### src/design/pid_speed_slew_limiter_assert.svh
// Assertion macros used by the speed slew limiter top level.
`ifndef PID_SPEED_SLEW_LIMITER_ASSERT_SVH
`define PID_SPEED_SLEW_LIMITER_ASSERT_SVH
`ifndef ASSERT_OFF
// Same-cycle implication, disabled during reset.
`define ASSERT_IMPL(label, clk, rst, ante, cons, msg) \
   label: assert property (@(posedge clk) disable iff (rst) (ante) |-> (cons)) \
      else $error(msg);
// Next-cycle implication, disabled during reset.
`define ASSERT_NEXT(label, clk, rst, ante, cons, msg) \
   label: assert property (@(posedge clk) disable iff (rst) (ante) |=> (cons)) \
      else $error(msg);
`else
`define ASSERT_IMPL(label, clk, rst, ante, cons, msg)
`define ASSERT_NEXT(label, clk, rst, ante, cons, msg)
`endif
`endif

### src/design/pssl_pkg.sv
// Shared types and constants of the speed slew limiter.
`default_nettype none
package pssl_pkg;

   localparam int GAIN_WIDTH  = 24;
   localparam int LIMIT_WIDTH = 31;
   localparam int VEL_WIDTH   = LIMIT_WIDTH + 1;
   localparam int CSR_ADDR_WIDTH = 3;
   localparam int CSR_DATA_WIDTH = LIMIT_WIDTH;

   // Register indexes of the configuration port
   localparam logic [CSR_ADDR_WIDTH-1:0] CSR_KP_GAIN       = 3'd0;
   localparam logic [CSR_ADDR_WIDTH-1:0] CSR_KI_TIMES_STEP = 3'd1;
   localparam logic [CSR_ADDR_WIDTH-1:0] CSR_KD_OVER_STEP  = 3'd2;
   localparam logic [CSR_ADDR_WIDTH-1:0] CSR_SPEED_LIMIT   = 3'd3;
   localparam logic [CSR_ADDR_WIDTH-1:0] CSR_ACCEL_STEP    = 3'd4;

   localparam logic [LIMIT_WIDTH-1:0] ACCEL_STEP_RESET = 31'd66;

   // Command into the serial multiply-accumulate unit
   typedef struct packed {
      logic start;
      logic clear;
   } mac_ctrl_type;

   // Status out of the serial multiply-accumulate unit
   typedef struct packed {
      logic busy;
      logic done;
   } mac_stat_type;

endpackage
`default_nettype wire

### src/design/pid_speed_slew_limiter.sv
// PID speed controller with slew-rate limit: top level.
//
// Input channel req_*: one position offset (offset_x, offset_y, signed fixed
// point) per control tick, valid/ready. Result channel rsp_*: one velocity per
// accepted offset, valid/ready. Configuration port csr_*: one register write
// per cycle with csr_wr_en high; write only while no tick is in flight.
//
// Each tick runs on shared bit-serial hardware: the serial multiplier forms
// x*x and y*y, the digit-serial root unit forms the square root, then the
// multiplier forms the P, D and I products, and the slew stage caps, slews
// and clamps the result. One tick is in flight at a time; the next offset is
// accepted the cycle after a result is placed in the output register, so a
// new offset is not taken before the last tick is through.
//
// Reset clears gains and limits to their defaults, the error sum, the last
// error and the last velocity. When the receiver stalls, the result waits in
// the output register, a new tick may still be accepted, and that tick holds
// before its result is written until the register is free.
`default_nettype none
module pid_speed_slew_limiter #(
   parameter int DATA_WIDTH = 32,
   parameter int FRAC_BITS  = 16,
   parameter int SUM_WIDTH  = 48
) (
   input  wire logic                                       clock,
   input  wire logic                                       reset,
   input  wire logic                                       req_valid,
   output      logic                                       req_ready,
   input  wire logic signed [DATA_WIDTH-1:0]               req_offset_x,
   input  wire logic signed [DATA_WIDTH-1:0]               req_offset_y,
   output      logic                                       rsp_valid,
   input  wire logic                                       rsp_ready,
   output      logic signed [DATA_WIDTH-1:0]               rsp_velocity,
   input  wire logic                                       csr_wr_en,
   input  wire logic [pssl_pkg::CSR_ADDR_WIDTH-1:0]        csr_addr,
   input  wire logic [pssl_pkg::CSR_DATA_WIDTH-1:0]        csr_wdata
);

`include "pid_speed_slew_limiter_assert.svh"

   localparam int GW    = pssl_pkg::GAIN_WIDTH;
   localparam int LW    = pssl_pkg::LIMIT_WIDTH;
   localparam int VW    = pssl_pkg::VEL_WIDTH;
   localparam int ERR_W = DATA_WIDTH - 1;
   localparam int MUL_W = (DATA_WIDTH + 1 > GW) ? DATA_WIDTH + 1 : GW;
   localparam int SQ_W  = 2 * DATA_WIDTH + 1;
   localparam int PID_W = GW + SUM_WIDTH + 2;
   localparam int ACC_W = (SQ_W > PID_W) ? SQ_W : PID_W;
   localparam int T_W   = ACC_W - FRAC_BITS;

   localparam logic [GW-1:0] KP_RESET    = GW'(1) << FRAC_BITS;
   localparam logic [LW-1:0] LIMIT_RESET = LW'(1) << FRAC_BITS;

   typedef enum logic [3:0] {
      ST_IDLE,
      ST_SQX,
      ST_SQY,
      ST_ROOT,
      ST_SUM,
      ST_P,
      ST_D,
      ST_I,
      ST_SLEW,
      ST_OUT
   } ctrl_state_type;

   typedef enum logic [2:0] {
      OP_X,
      OP_Y,
      OP_P,
      OP_D,
      OP_I
   } mac_op_type;

   // Configuration registers
   logic signed [GW-1:0] kp_ff;
   logic signed [GW-1:0] ki_ff;
   logic signed [GW-1:0] kd_ff;
   logic [LW-1:0]        speed_limit_ff;
   logic [LW-1:0]        accel_step_ff;

   // Sequencer and tick state
   ctrl_state_type              state_ff;
   mac_op_type                  op_ff;
   pssl_pkg::mac_ctrl_type      mac_ctrl_ff;
   logic                        sqrt_start_ff;
   logic                        slew_start_ff;
   logic                        rsp_valid_ff;
   logic signed [DATA_WIDTH-1:0] rsp_velocity_ff;
   logic [DATA_WIDTH-1:0]       dx_ff;
   logic [DATA_WIDTH-1:0]       dy_ff;
   logic [ERR_W-1:0]            err_ff;
   logic [ERR_W-1:0]            last_error_ff;
   logic signed [DATA_WIDTH-1:0] diff_ff;
   logic [SUM_WIDTH-2:0]        error_sum_ff;

   // Datapath wires
   logic [DATA_WIDTH-1:0]       ax;
   logic [DATA_WIDTH-1:0]       ay;
   logic signed [ACC_W-1:0]     mac_mcand;
   logic signed [MUL_W-1:0]     mac_mult;
   pssl_pkg::mac_stat_type      mac_stat;
   logic signed [ACC_W-1:0]     mac_acc;
   logic                        sqrt_busy;
   logic                        sqrt_done;
   logic [DATA_WIDTH-1:0]       sqrt_root;
   logic [ERR_W-1:0]            err_in;
   logic [SUM_WIDTH-1:0]        sum_n;
   logic [SUM_WIDTH-2:0]        error_sum_in;
   logic signed [DATA_WIDTH-1:0] diff_in;
   logic signed [T_W-1:0]       total;
   logic                        slew_done;
   logic signed [VW-1:0]        slew_velocity;
   logic                        in_xfer;
   logic                        out_free;
   pssl_pkg::mac_ctrl_type      mac_ctrl_in;
   logic                        sqrt_start_in;
   logic                        slew_start_in;
   logic                        rsp_valid_in;

   assign req_ready    = (state_ff == ST_IDLE);
   assign in_xfer      = req_valid && req_ready;
   assign out_free     = !rsp_valid_ff || rsp_ready;
   assign rsp_valid    = rsp_valid_ff;
   assign rsp_velocity = rsp_velocity_ff;

   // Take register writes
   always_ff @(posedge clock) begin
      if (reset) begin
         kp_ff          <= KP_RESET;
         ki_ff          <= '0;
         kd_ff          <= '0;
         speed_limit_ff <= LIMIT_RESET;
         accel_step_ff  <= pssl_pkg::ACCEL_STEP_RESET;
      end else if (csr_wr_en) begin
         case (csr_addr)
            pssl_pkg::CSR_KP_GAIN:       kp_ff          <= csr_wdata[GW-1:0];
            pssl_pkg::CSR_KI_TIMES_STEP: ki_ff          <= csr_wdata[GW-1:0];
            pssl_pkg::CSR_KD_OVER_STEP:  kd_ff          <= csr_wdata[GW-1:0];
            pssl_pkg::CSR_SPEED_LIMIT:   speed_limit_ff <= csr_wdata[LW-1:0];
            pssl_pkg::CSR_ACCEL_STEP:    accel_step_ff  <= csr_wdata[LW-1:0];
            default: begin
            end
         endcase
      end
   end

   // Magnitudes of the offsets
   assign ax = dx_ff[DATA_WIDTH-1] ? (~dx_ff + 1'b1) : dx_ff;
   assign ay = dy_ff[DATA_WIDTH-1] ? (~dy_ff + 1'b1) : dy_ff;

   // Select operands for the serial multiplier
   always_comb begin
      case (op_ff)
         OP_X: begin
            mac_mcand = ACC_W'(ax);
            mac_mult  = MUL_W'(ax);
         end
         OP_Y: begin
            mac_mcand = ACC_W'(ay);
            mac_mult  = MUL_W'(ay);
         end
         OP_P: begin
            mac_mcand = ACC_W'(err_ff);
            mac_mult  = MUL_W'(kp_ff);
         end
         OP_D: begin
            mac_mcand = ACC_W'(diff_ff);
            mac_mult  = MUL_W'(kd_ff);
         end
         OP_I: begin
            mac_mcand = ACC_W'(error_sum_ff);
            mac_mult  = MUL_W'(ki_ff);
         end
         default: begin
            mac_mcand = '0;
            mac_mult  = '0;
         end
      endcase
   end

   // Saturate the root, accumulate the error sum, form the difference
   assign err_in       = sqrt_root[DATA_WIDTH-1] ? {ERR_W{1'b1}} : sqrt_root[ERR_W-1:0];
   assign sum_n        = {1'b0, error_sum_ff} + SUM_WIDTH'(err_ff);
   assign error_sum_in = sum_n[SUM_WIDTH-1] ? {(SUM_WIDTH-1){1'b1}} : sum_n[SUM_WIDTH-2:0];
   assign diff_in      = $signed({1'b0, last_error_ff}) - $signed({1'b0, err_ff});

   // Floor the accumulated PID sum to the output scale
   assign total = mac_acc[ACC_W-1:FRAC_BITS];

   pssl_mac #(
      .ACC_W (ACC_W),
      .MUL_W (MUL_W)
   ) u_mac (
      .clock (clock),
      .reset (reset),
      .ctrl  (mac_ctrl_ff),
      .mcand (mac_mcand),
      .mult  (mac_mult),
      .stat  (mac_stat),
      .acc   (mac_acc)
   );

   pssl_isqrt #(
      .DW (DATA_WIDTH)
   ) u_isqrt (
      .clock    (clock),
      .reset    (reset),
      .start    (sqrt_start_ff),
      .radicand (mac_acc[2*DATA_WIDTH-1:0]),
      .busy     (sqrt_busy),
      .done     (sqrt_done),
      .root     (sqrt_root)
   );

   pssl_slew #(
      .T_W (T_W)
   ) u_slew (
      .clock       (clock),
      .reset       (reset),
      .start       (slew_start_ff),
      .total       (total),
      .speed_limit (speed_limit_ff),
      .accel_step  (accel_step_ff),
      .done        (slew_done),
      .velocity    (slew_velocity)
   );

   // Decode unit start pulses and the result valid for the next cycle
   always_comb begin
      mac_ctrl_in   = '0;
      sqrt_start_in = 1'b0;
      slew_start_in = 1'b0;
      rsp_valid_in  = rsp_valid_ff && !rsp_ready;
      case (state_ff)
         ST_IDLE: begin
            if (in_xfer) begin
               mac_ctrl_in.start = 1'b1;
               mac_ctrl_in.clear = 1'b1;
            end
         end
         ST_SQX, ST_P, ST_D: begin
            mac_ctrl_in.start = mac_stat.done;
         end
         ST_SQY: begin
            sqrt_start_in = mac_stat.done;
         end
         ST_SUM: begin
            mac_ctrl_in.start = 1'b1;
            mac_ctrl_in.clear = 1'b1;
         end
         ST_I: begin
            slew_start_in = mac_stat.done;
         end
         ST_OUT: begin
            if (out_free) begin
               rsp_valid_in = 1'b1;
            end
         end
         default: begin
         end
      endcase
   end

   // Sequence one tick and hold the result register
   always_ff @(posedge clock) begin
      if (reset) begin
         state_ff      <= ST_IDLE;
         op_ff         <= OP_X;
         mac_ctrl_ff   <= '0;
         sqrt_start_ff <= 1'b0;
         slew_start_ff <= 1'b0;
         rsp_valid_ff  <= 1'b0;
         error_sum_ff  <= '0;
         last_error_ff <= '0;
      end else begin
         mac_ctrl_ff   <= mac_ctrl_in;
         sqrt_start_ff <= sqrt_start_in;
         slew_start_ff <= slew_start_in;
         rsp_valid_ff  <= rsp_valid_in;
         case (state_ff)
            ST_IDLE: begin
               if (in_xfer) begin
                  dx_ff    <= req_offset_x;
                  dy_ff    <= req_offset_y;
                  op_ff    <= OP_X;
                  state_ff <= ST_SQX;
               end
            end
            ST_SQX: begin
               if (mac_stat.done) begin
                  op_ff    <= OP_Y;
                  state_ff <= ST_SQY;
               end
            end
            ST_SQY: begin
               if (mac_stat.done) begin
                  state_ff <= ST_ROOT;
               end
            end
            ST_ROOT: begin
               if (sqrt_done) begin
                  err_ff   <= err_in;
                  state_ff <= ST_SUM;
               end
            end
            ST_SUM: begin
               error_sum_ff  <= error_sum_in;
               diff_ff       <= diff_in;
               last_error_ff <= err_ff;
               op_ff         <= OP_P;
               state_ff      <= ST_P;
            end
            ST_P: begin
               if (mac_stat.done) begin
                  op_ff    <= OP_D;
                  state_ff <= ST_D;
               end
            end
            ST_D: begin
               if (mac_stat.done) begin
                  op_ff    <= OP_I;
                  state_ff <= ST_I;
               end
            end
            ST_I: begin
               if (mac_stat.done) begin
                  state_ff <= ST_SLEW;
               end
            end
            ST_SLEW: begin
               if (slew_done) begin
                  state_ff <= ST_OUT;
               end
            end
            ST_OUT: begin
               if (out_free) begin
                  rsp_velocity_ff <= DATA_WIDTH'(slew_velocity);
                  state_ff        <= ST_IDLE;
               end
            end
            default: begin
               state_ff <= ST_IDLE;
            end
         endcase
      end
   end

   // One tick in flight at a time
   `ASSERT_NEXT(a_one_tick, clock, reset, in_xfer, !req_ready, "input taken while busy")
   // Multiplier and root unit never run together
   `ASSERT_IMPL(a_unit_excl, clock, reset, mac_stat.busy, !sqrt_busy, "multiplier and root overlap")
   // Slew result arrives only while the sequencer waits for it
   `ASSERT_IMPL(a_slew_done, clock, reset, slew_done, state_ff == ST_SLEW, "stray slew result")

endmodule
`default_nettype wire

### src/design/pssl_mac.sv
// Bit-serial multiply-accumulate unit: one multiplier bit per cycle.
`default_nettype none
module pssl_mac #(
   parameter int ACC_W = 73,
   parameter int MUL_W = 33
) (
   input  wire logic                      clock,
   input  wire logic                      reset,
   input  wire pssl_pkg::mac_ctrl_type    ctrl,
   input  wire logic signed [ACC_W-1:0]   mcand,
   input  wire logic signed [MUL_W-1:0]   mult,
   output      pssl_pkg::mac_stat_type    stat,
   output      logic signed [ACC_W-1:0]   acc
);

   localparam int CNT_W = (MUL_W > 1) ? $clog2(MUL_W) : 1;

   logic                    busy_ff;
   logic [CNT_W-1:0]        cnt_ff;
   logic signed [ACC_W-1:0] acc_ff;
   logic signed [ACC_W-1:0] acc_in;
   logic [ACC_W-1:0]        mcand_ff;
   logic [MUL_W-1:0]        mult_ff;
   logic [ACC_W-1:0]        term;
   logic                    last;

   // Top multiplier bit carries negative weight
   assign last   = (cnt_ff == CNT_W'(MUL_W - 1));
   assign term   = mult_ff[0] ? mcand_ff : '0;
   assign acc_in = last ? (acc_ff - $signed(term)) : (acc_ff + $signed(term));

   // Sequence the bit count
   always_ff @(posedge clock) begin
      if (reset) begin
         busy_ff <= 1'b0;
         cnt_ff  <= '0;
      end else if (ctrl.start) begin
         busy_ff <= 1'b1;
         cnt_ff  <= '0;
      end else if (busy_ff) begin
         cnt_ff <= cnt_ff + 1'b1;
         if (last) begin
            busy_ff <= 1'b0;
         end
      end
   end

   // Load operands, then shift and accumulate
   always_ff @(posedge clock) begin
      if (ctrl.start) begin
         mcand_ff <= mcand;
         mult_ff  <= mult;
         if (ctrl.clear) begin
            acc_ff <= '0;
         end
      end else if (busy_ff) begin
         acc_ff   <= acc_in;
         mcand_ff <= mcand_ff << 1;
         mult_ff  <= mult_ff >> 1;
      end
   end

   assign stat.busy = busy_ff;
   assign stat.done = busy_ff && last;
   assign acc       = acc_ff;

endmodule
`default_nettype wire

### src/design/pssl_isqrt.sv
// Digit-serial floor square root: two radicand bits per cycle.
`default_nettype none
module pssl_isqrt #(
   parameter int DW = 32
) (
   input  wire logic              clock,
   input  wire logic              reset,
   input  wire logic              start,
   input  wire logic [2*DW-1:0]   radicand,
   output      logic              busy,
   output      logic              done,
   output      logic [DW-1:0]     root
);

   localparam int CNT_W = $clog2(DW);

   logic              busy_ff;
   logic              done_ff;
   logic [CNT_W-1:0]  cnt_ff;
   logic [2*DW-1:0]   rad_ff;
   logic [DW+1:0]     rem_ff;
   logic [DW-1:0]     root_ff;
   logic [DW+3:0]     rem_n;
   logic [DW+3:0]     trial;
   logic [DW+3:0]     sub;
   logic              ge;
   logic              last;

   // Bring down the next digit and try the next root bit
   assign rem_n = {rem_ff, rad_ff[2*DW-1 -: 2]};
   assign trial = {2'b00, root_ff, 2'b01};
   assign sub   = rem_n - trial;
   assign ge    = (rem_n >= trial);
   assign last  = (cnt_ff == CNT_W'(DW - 1));

   // Sequence the digit count; flag done once the last root bit is in
   always_ff @(posedge clock) begin
      if (reset) begin
         busy_ff <= 1'b0;
         done_ff <= 1'b0;
         cnt_ff  <= '0;
      end else begin
         done_ff <= busy_ff && last;
         if (start) begin
            busy_ff <= 1'b1;
            cnt_ff  <= '0;
         end else if (busy_ff) begin
            cnt_ff <= cnt_ff + 1'b1;
            if (last) begin
               busy_ff <= 1'b0;
            end
         end
      end
   end

   // Shift the radicand and update remainder and root
   always_ff @(posedge clock) begin
      if (start) begin
         rad_ff  <= radicand;
         rem_ff  <= '0;
         root_ff <= '0;
      end else if (busy_ff) begin
         rad_ff  <= rad_ff << 2;
         rem_ff  <= ge ? sub[DW+1:0] : rem_n[DW+1:0];
         root_ff <= {root_ff[DW-2:0], ge};
      end
   end

   assign busy = busy_ff;
   assign done = done_ff;
   assign root = root_ff;

endmodule
`default_nettype wire

### src/design/pssl_slew.sv
// Speed cap, slew clamp and final limit; holds the previous velocity.
`default_nettype none
module pssl_slew #(
   parameter int T_W = 57
) (
   input  wire logic                                     clock,
   input  wire logic                                     reset,
   input  wire logic                                     start,
   input  wire logic signed [T_W-1:0]                    total,
   input  wire logic [pssl_pkg::LIMIT_WIDTH-1:0]         speed_limit,
   input  wire logic [pssl_pkg::LIMIT_WIDTH-1:0]         accel_step,
   output      logic                                     done,
   output      logic signed [pssl_pkg::VEL_WIDTH-1:0]    velocity
);

   localparam int VW = pssl_pkg::VEL_WIDTH;

   typedef enum logic [1:0] {
      SL_IDLE,
      SL_CAP,
      SL_STEP,
      SL_CLAMP
   } slew_state_type;

   slew_state_type        state_ff;
   logic                  done_ff;
   logic signed [VW-1:0]  last_vel_ff;
   logic signed [T_W-1:0] cmd_ff;
   logic signed [VW-1:0]  delta_ff;

   logic signed [T_W-1:0] lim_t;
   logic signed [T_W-1:0] cmd_in;
   logic signed [T_W:0]   diff;
   logic signed [T_W:0]   acc_t;
   logic signed [VW-1:0]  delta_in;
   logic signed [VW:0]    vsum;
   logic signed [VW:0]    lim_v;
   logic signed [VW-1:0]  vel_in;

   // Cap the command from above only
   always_comb begin
      lim_t  = T_W'($signed({1'b0, speed_limit}));
      cmd_in = (total > lim_t) ? lim_t : total;
   end

   // Clamp the change against the previous velocity
   always_comb begin
      diff  = (T_W+1)'(cmd_ff) - (T_W+1)'(last_vel_ff);
      acc_t = (T_W+1)'($signed({1'b0, accel_step}));
      if (diff > acc_t) begin
         delta_in = VW'(acc_t);
      end else if (diff < -acc_t) begin
         delta_in = VW'(-acc_t);
      end else begin
         delta_in = VW'(diff);
      end
   end

   // Clamp the new velocity to the speed limit
   always_comb begin
      vsum  = (VW+1)'(last_vel_ff) + (VW+1)'(delta_ff);
      lim_v = (VW+1)'($signed({1'b0, speed_limit}));
      if (vsum > lim_v) begin
         vel_in = VW'(lim_v);
      end else if (vsum < -lim_v) begin
         vel_in = VW'(-lim_v);
      end else begin
         vel_in = VW'(vsum);
      end
   end

   // Step through cap, slew and clamp
   always_ff @(posedge clock) begin
      if (reset) begin
         state_ff    <= SL_IDLE;
         done_ff     <= 1'b0;
         last_vel_ff <= '0;
      end else begin
         done_ff <= (state_ff == SL_CLAMP);
         case (state_ff)
            SL_IDLE: begin
               if (start) begin
                  state_ff <= SL_CAP;
               end
            end
            SL_CAP: begin
               cmd_ff   <= cmd_in;
               state_ff <= SL_STEP;
            end
            SL_STEP: begin
               delta_ff <= delta_in;
               state_ff <= SL_CLAMP;
            end
            SL_CLAMP: begin
               last_vel_ff <= vel_in;
               state_ff    <= SL_IDLE;
            end
            default: begin
               state_ff <= SL_IDLE;
            end
         endcase
      end
   end

   assign done     = done_ff;
   assign velocity = last_vel_ff;

endmodule
`default_nettype wire

### config.mk
export PLATFORM = sky130hd
export DESIGN_NAME = pid_speed_slew_limiter
export DESIGN_NICKNAME = d
export VERILOG_FILES = /design/src/design/pssl_pkg.sv /design/src/design/pid_speed_slew_limiter.sv /design/src/design/pssl_mac.sv /design/src/design/pssl_isqrt.sv /design/src/design/pssl_slew.sv
export VERILOG_INCLUDE_DIRS = /design/src /design/src/design
export SDC_FILE = /design/constraint.sdc
export NUM_CORES = 2
export LEC_CHECK = 0
export BUFFER_PORTS_ARGS = -buffer_cell sky130_fd_sc_hd__buf_2
export CAP_MARGIN = 20
export CORE_AREA = 2 2 298 300
export CTS_CLUSTER_DIAMETER = 150
export DETAILED_ROUTE_END_ITERATION = 10
export DIE_AREA = 0 0 300 302
export PLACE_DENSITY = 0.8
export SLEW_MARGIN = 10
export SYNTH_ARGS = -nofsm -noshare
export SYNTH_HDL_FRONTEND = slang
export SYNTH_SLANG_ARGS = --single-unit
### constraint.sdc
create_clock -name clock -period 8 [get_ports clock]
set_clock_uncertainty 0.1 [all_clocks]
set_input_delay 1.2 -clock clock [delete_from_list [all_inputs] [get_ports clock]]
set_output_delay 1.2 -clock clock [all_outputs]
set_load 0.01 [all_outputs]
==> impl_metrics.csv <==
group,metric,value,unit
drt,drt_pass1_iterations,8,
global_routing,grt_usage,33.6,%
placed_design,gp_congestion,0.990,
worst_setup_path,cp_common_cell,"a21oi_1",
placed_design,hpwl,115000,um
min_path,hold_end,"kd_ff[9]",
logic_synthesis,ys_async_sr_fraction,0,%
drt,drt-initial-drc-count,4240,
floorplan,start_util,63.5,%
worst_setup_path,reg2reg_to,"u_slew.delta_ff[2]",
min_path,holdCritPathClass,"flop to flop",
drt,met3_length,11600,um
drt,wl_met1,64000,um
sta,finalWorstSetupSlack,675,ps
cells_and_area,syn_to_final_growth,8.65,%
clock_network,cts_buffers,90,
worst_setup_path,worstPathRequired,8310,ps
logic_synthesis,synth_edf_count,494,
worst_setup_path,r2r_cells,25,
power,power_leakage,24.2,nW
worst_setup_path,crit_path_end_kind,"flop",
floorplan,coreArea,87600,um2
logic_synthesis,postSynthAreaPerCell,8.91,um2
logic_synthesis,synth_nets,6794,
drt,top_layer,"met5",
clock_network,cts-root-buf,"clkbuf_16",
clock_network,cts.sinks,833,
power,ir_worst_vdd,264,uV
sta,drv_slew,0,
min_path,whs_path_depth,2,
drt,drc,0,
global_routing,grt_max_degree,94,
clock_network,clk_pin_slew,60,ps
worst_setup_path,max_stage_delay,520,ps
worst_setup_path,slowest_stage,"a211oi_2",
logic_synthesis,synthDistinctLibCells,88,
clock_network,clk_latency,680,ps
floorplan,die_w,300,um
sta,setup_tns,0,ps
cells_and_area,nets,6793,
drt,routed_wl,156000,um
floorplan,dieArea,90600,um2
placed_design,port_buffers,136,
cells_and_area,utilization,69.0,%
drt,wl_met2,72000,um
logic_synthesis,synthCells,6235,
logic_synthesis,yosysSeqAreaShare,38.9,%
sta,period_share,91.6,%
worst_setup_path,rr_startpoint,"u_slew.velocity[10]",
worst_setup_path,crit_path_start_kind,"flop",
global_routing,antenna_found_initial,2,
logic_synthesis,synth_area_leaders,"edfxtp_1, dfxtp_1, ha_1, nand2_1, a21oi_1",
clock_network,cts_buffer_depth,3,
worst_setup_path,cp_max_fo,16,
drt,wire_per_inst,20.8,um
clock_network,htreeDepth,3,
clock_network,cts_tree,"done",
global_routing,grt_overflow,0,
sta,hold_violations,0,
min_path,worstHoldStart,"kd_ff[9]",
floorplan,ios,137,
logic_synthesis,ys_ff_latch,833,
placed_design,placedCellCount,7303,
sta,rsz0062_at_grt,"no",
logic_synthesis,netlist_area,55600,um2
cells_and_area,drive_gt1_share,8.41,%
drt,detail-route-antenna-nets,0,
worst_setup_path,critPathArrivalTime,7630,ps
global_routing,grt_pass1_wl,244000,um
cells_and_area,fin_cells,7482,
sta,finalSetupViolCount,0,
logic_synthesis,yosysTopAreaCell,"edfxtp_1",
sta,slew_headroom,10.7,%
job,maxCapViolCount,0,
worst_setup_path,worstSetupPathType,"flop to flop",
sta,timing.final.crit_period,7320,ps
sta,tightest_slew,1330,ps
logic_synthesis,ys_top_cells_by_count,"nand2_1, a21oi_1, edfxtp_1, ha_1, nor2_1",
floorplan,rows,109,
placed_design,post-place-ws,633,ps
clock_network,cts_setup_buffers,0,
cells_and_area,fillCellCount,6833,
logic_synthesis,ys.flop_type,"edfxtp_1",
global_routing,grt_pass1_vias,44882,
floorplan,die_h,302,um
drt,vias,47651,
run_status,status,"complete, no violations",
sta,max_clock_freq,137,MHz
worst_setup_path,crit_start,"u_slew.velocity[10]",
power,powerDensity,257,nW/um2
logic_synthesis,synth_top_area_share,26.7,%
logic_synthesis,yosysWarnings,0,
drt,vias_per_cell,6.37,
logic_synthesis,synthMostInstantiatedCell,"nand2_1",
worst_setup_path,reg2reg_slack,680,ps
state kept, by name, summed over array words and instances (netlist names), 33 cells and up:
name / count
error_sum_ff: 47
u_isqrt.rad_ff: 64
u_isqrt.rem_ff: 34
u_mac.acc: 74
u_mac.mcand_ff: 74
u_mac.mult_ff: 33
u_slew.cmd_ff: 58
worst max path at each step:
stage	end	slack (ps)	cells past startpoint
after global routing	u_slew.delta_ff[26]	170	26
after CTS	u_slew.delta_ff[23]	600	28
final	u_slew.delta_ff[2]	680	25
after global placement	u_slew.delta_ff[3]	840	27
after floorplan	u_mac.acc[70]	980	32
after detailed placement	u_slew.delta_ff[3]	630	27
through the flow:
step	instance area (um2)	hold slack (ps)	power, W
global route	60400	371	0.0163
global placement	57100	338	0.0109
detailed placement	57100	344	0.0110
floorplan	55600	333	0.00963
CTS	60300	353	0.0154
finish	60400	351	0.0155
cells by family after synthesis:
kind of cell             synth area share [%]
AO/OA/AOI/OAI                            19.7
XOR/XNOR                                 6.13
adder cells (fa/ha/maj)                  10.3
buffers and inverters                    4.74
flip-flops                               38.9
multiplexers                             4.04
AND/OR/NAND/NOR                          16.1
layout by cell type (no fill, tap or decap), drive strengths merged, types with 165 or more instances in the layout:
master / instances
edfxtp: 494
dfxtp: 339
a21o: 165
o21ai: 308
ha: 451
a21oi: 538
buf: 198
nand2: 775
xnor2: 234
nor2: 435
inv: 403
power by group:
group          internal, W  switching [W]  leakage [nW]
sequential         0.00529       0.000492          7.28
clock              0.00264        0.00181          1.54
combinational      0.00212        0.00318          15.4
total               0.0101        0.00547          24.2
per-layer routing:
layer	vias to the layer above	GRT usage, %
li1	22672	-
met1	22609	44.2
met2	1968	55.2
met3	400	4.24
met4	2	16.5
met5	-	0
critical path: cells and delay by family, from the launching register on:
kind / cells / cell delay, ps
AOI/OAI and AO/OA: 12 / 2990
and+or+nand+nor: 8 / 2380
adders and majority gates: 2 / 670
buffers and inverters: 3 / 520
DFF: 1 / 380
area by class of cell:
class	instances	area [um2]	area share, %
sequential	833	21600	35.8
timing repair buffer	199	1190	1.97
timing repair inverter	1	5.00	0.00829
clock buffer	134	2660	4.40
clock inverter	36	517	0.856
antenna	5	12.5	0.0207
multi-input combinational	4706	31400	52.0
inverter	403	1520	2.51
tap	1165	1460	2.41
timing repair:
action / in CTS / in global routing
gates resized for setup: 0 / 3
hold buffers: 0 / 0
endpoints found under the setup margin: 0 / 13
endpoints found under the hold margin: 0 / 0
Power figures use the tool's default switching activity.
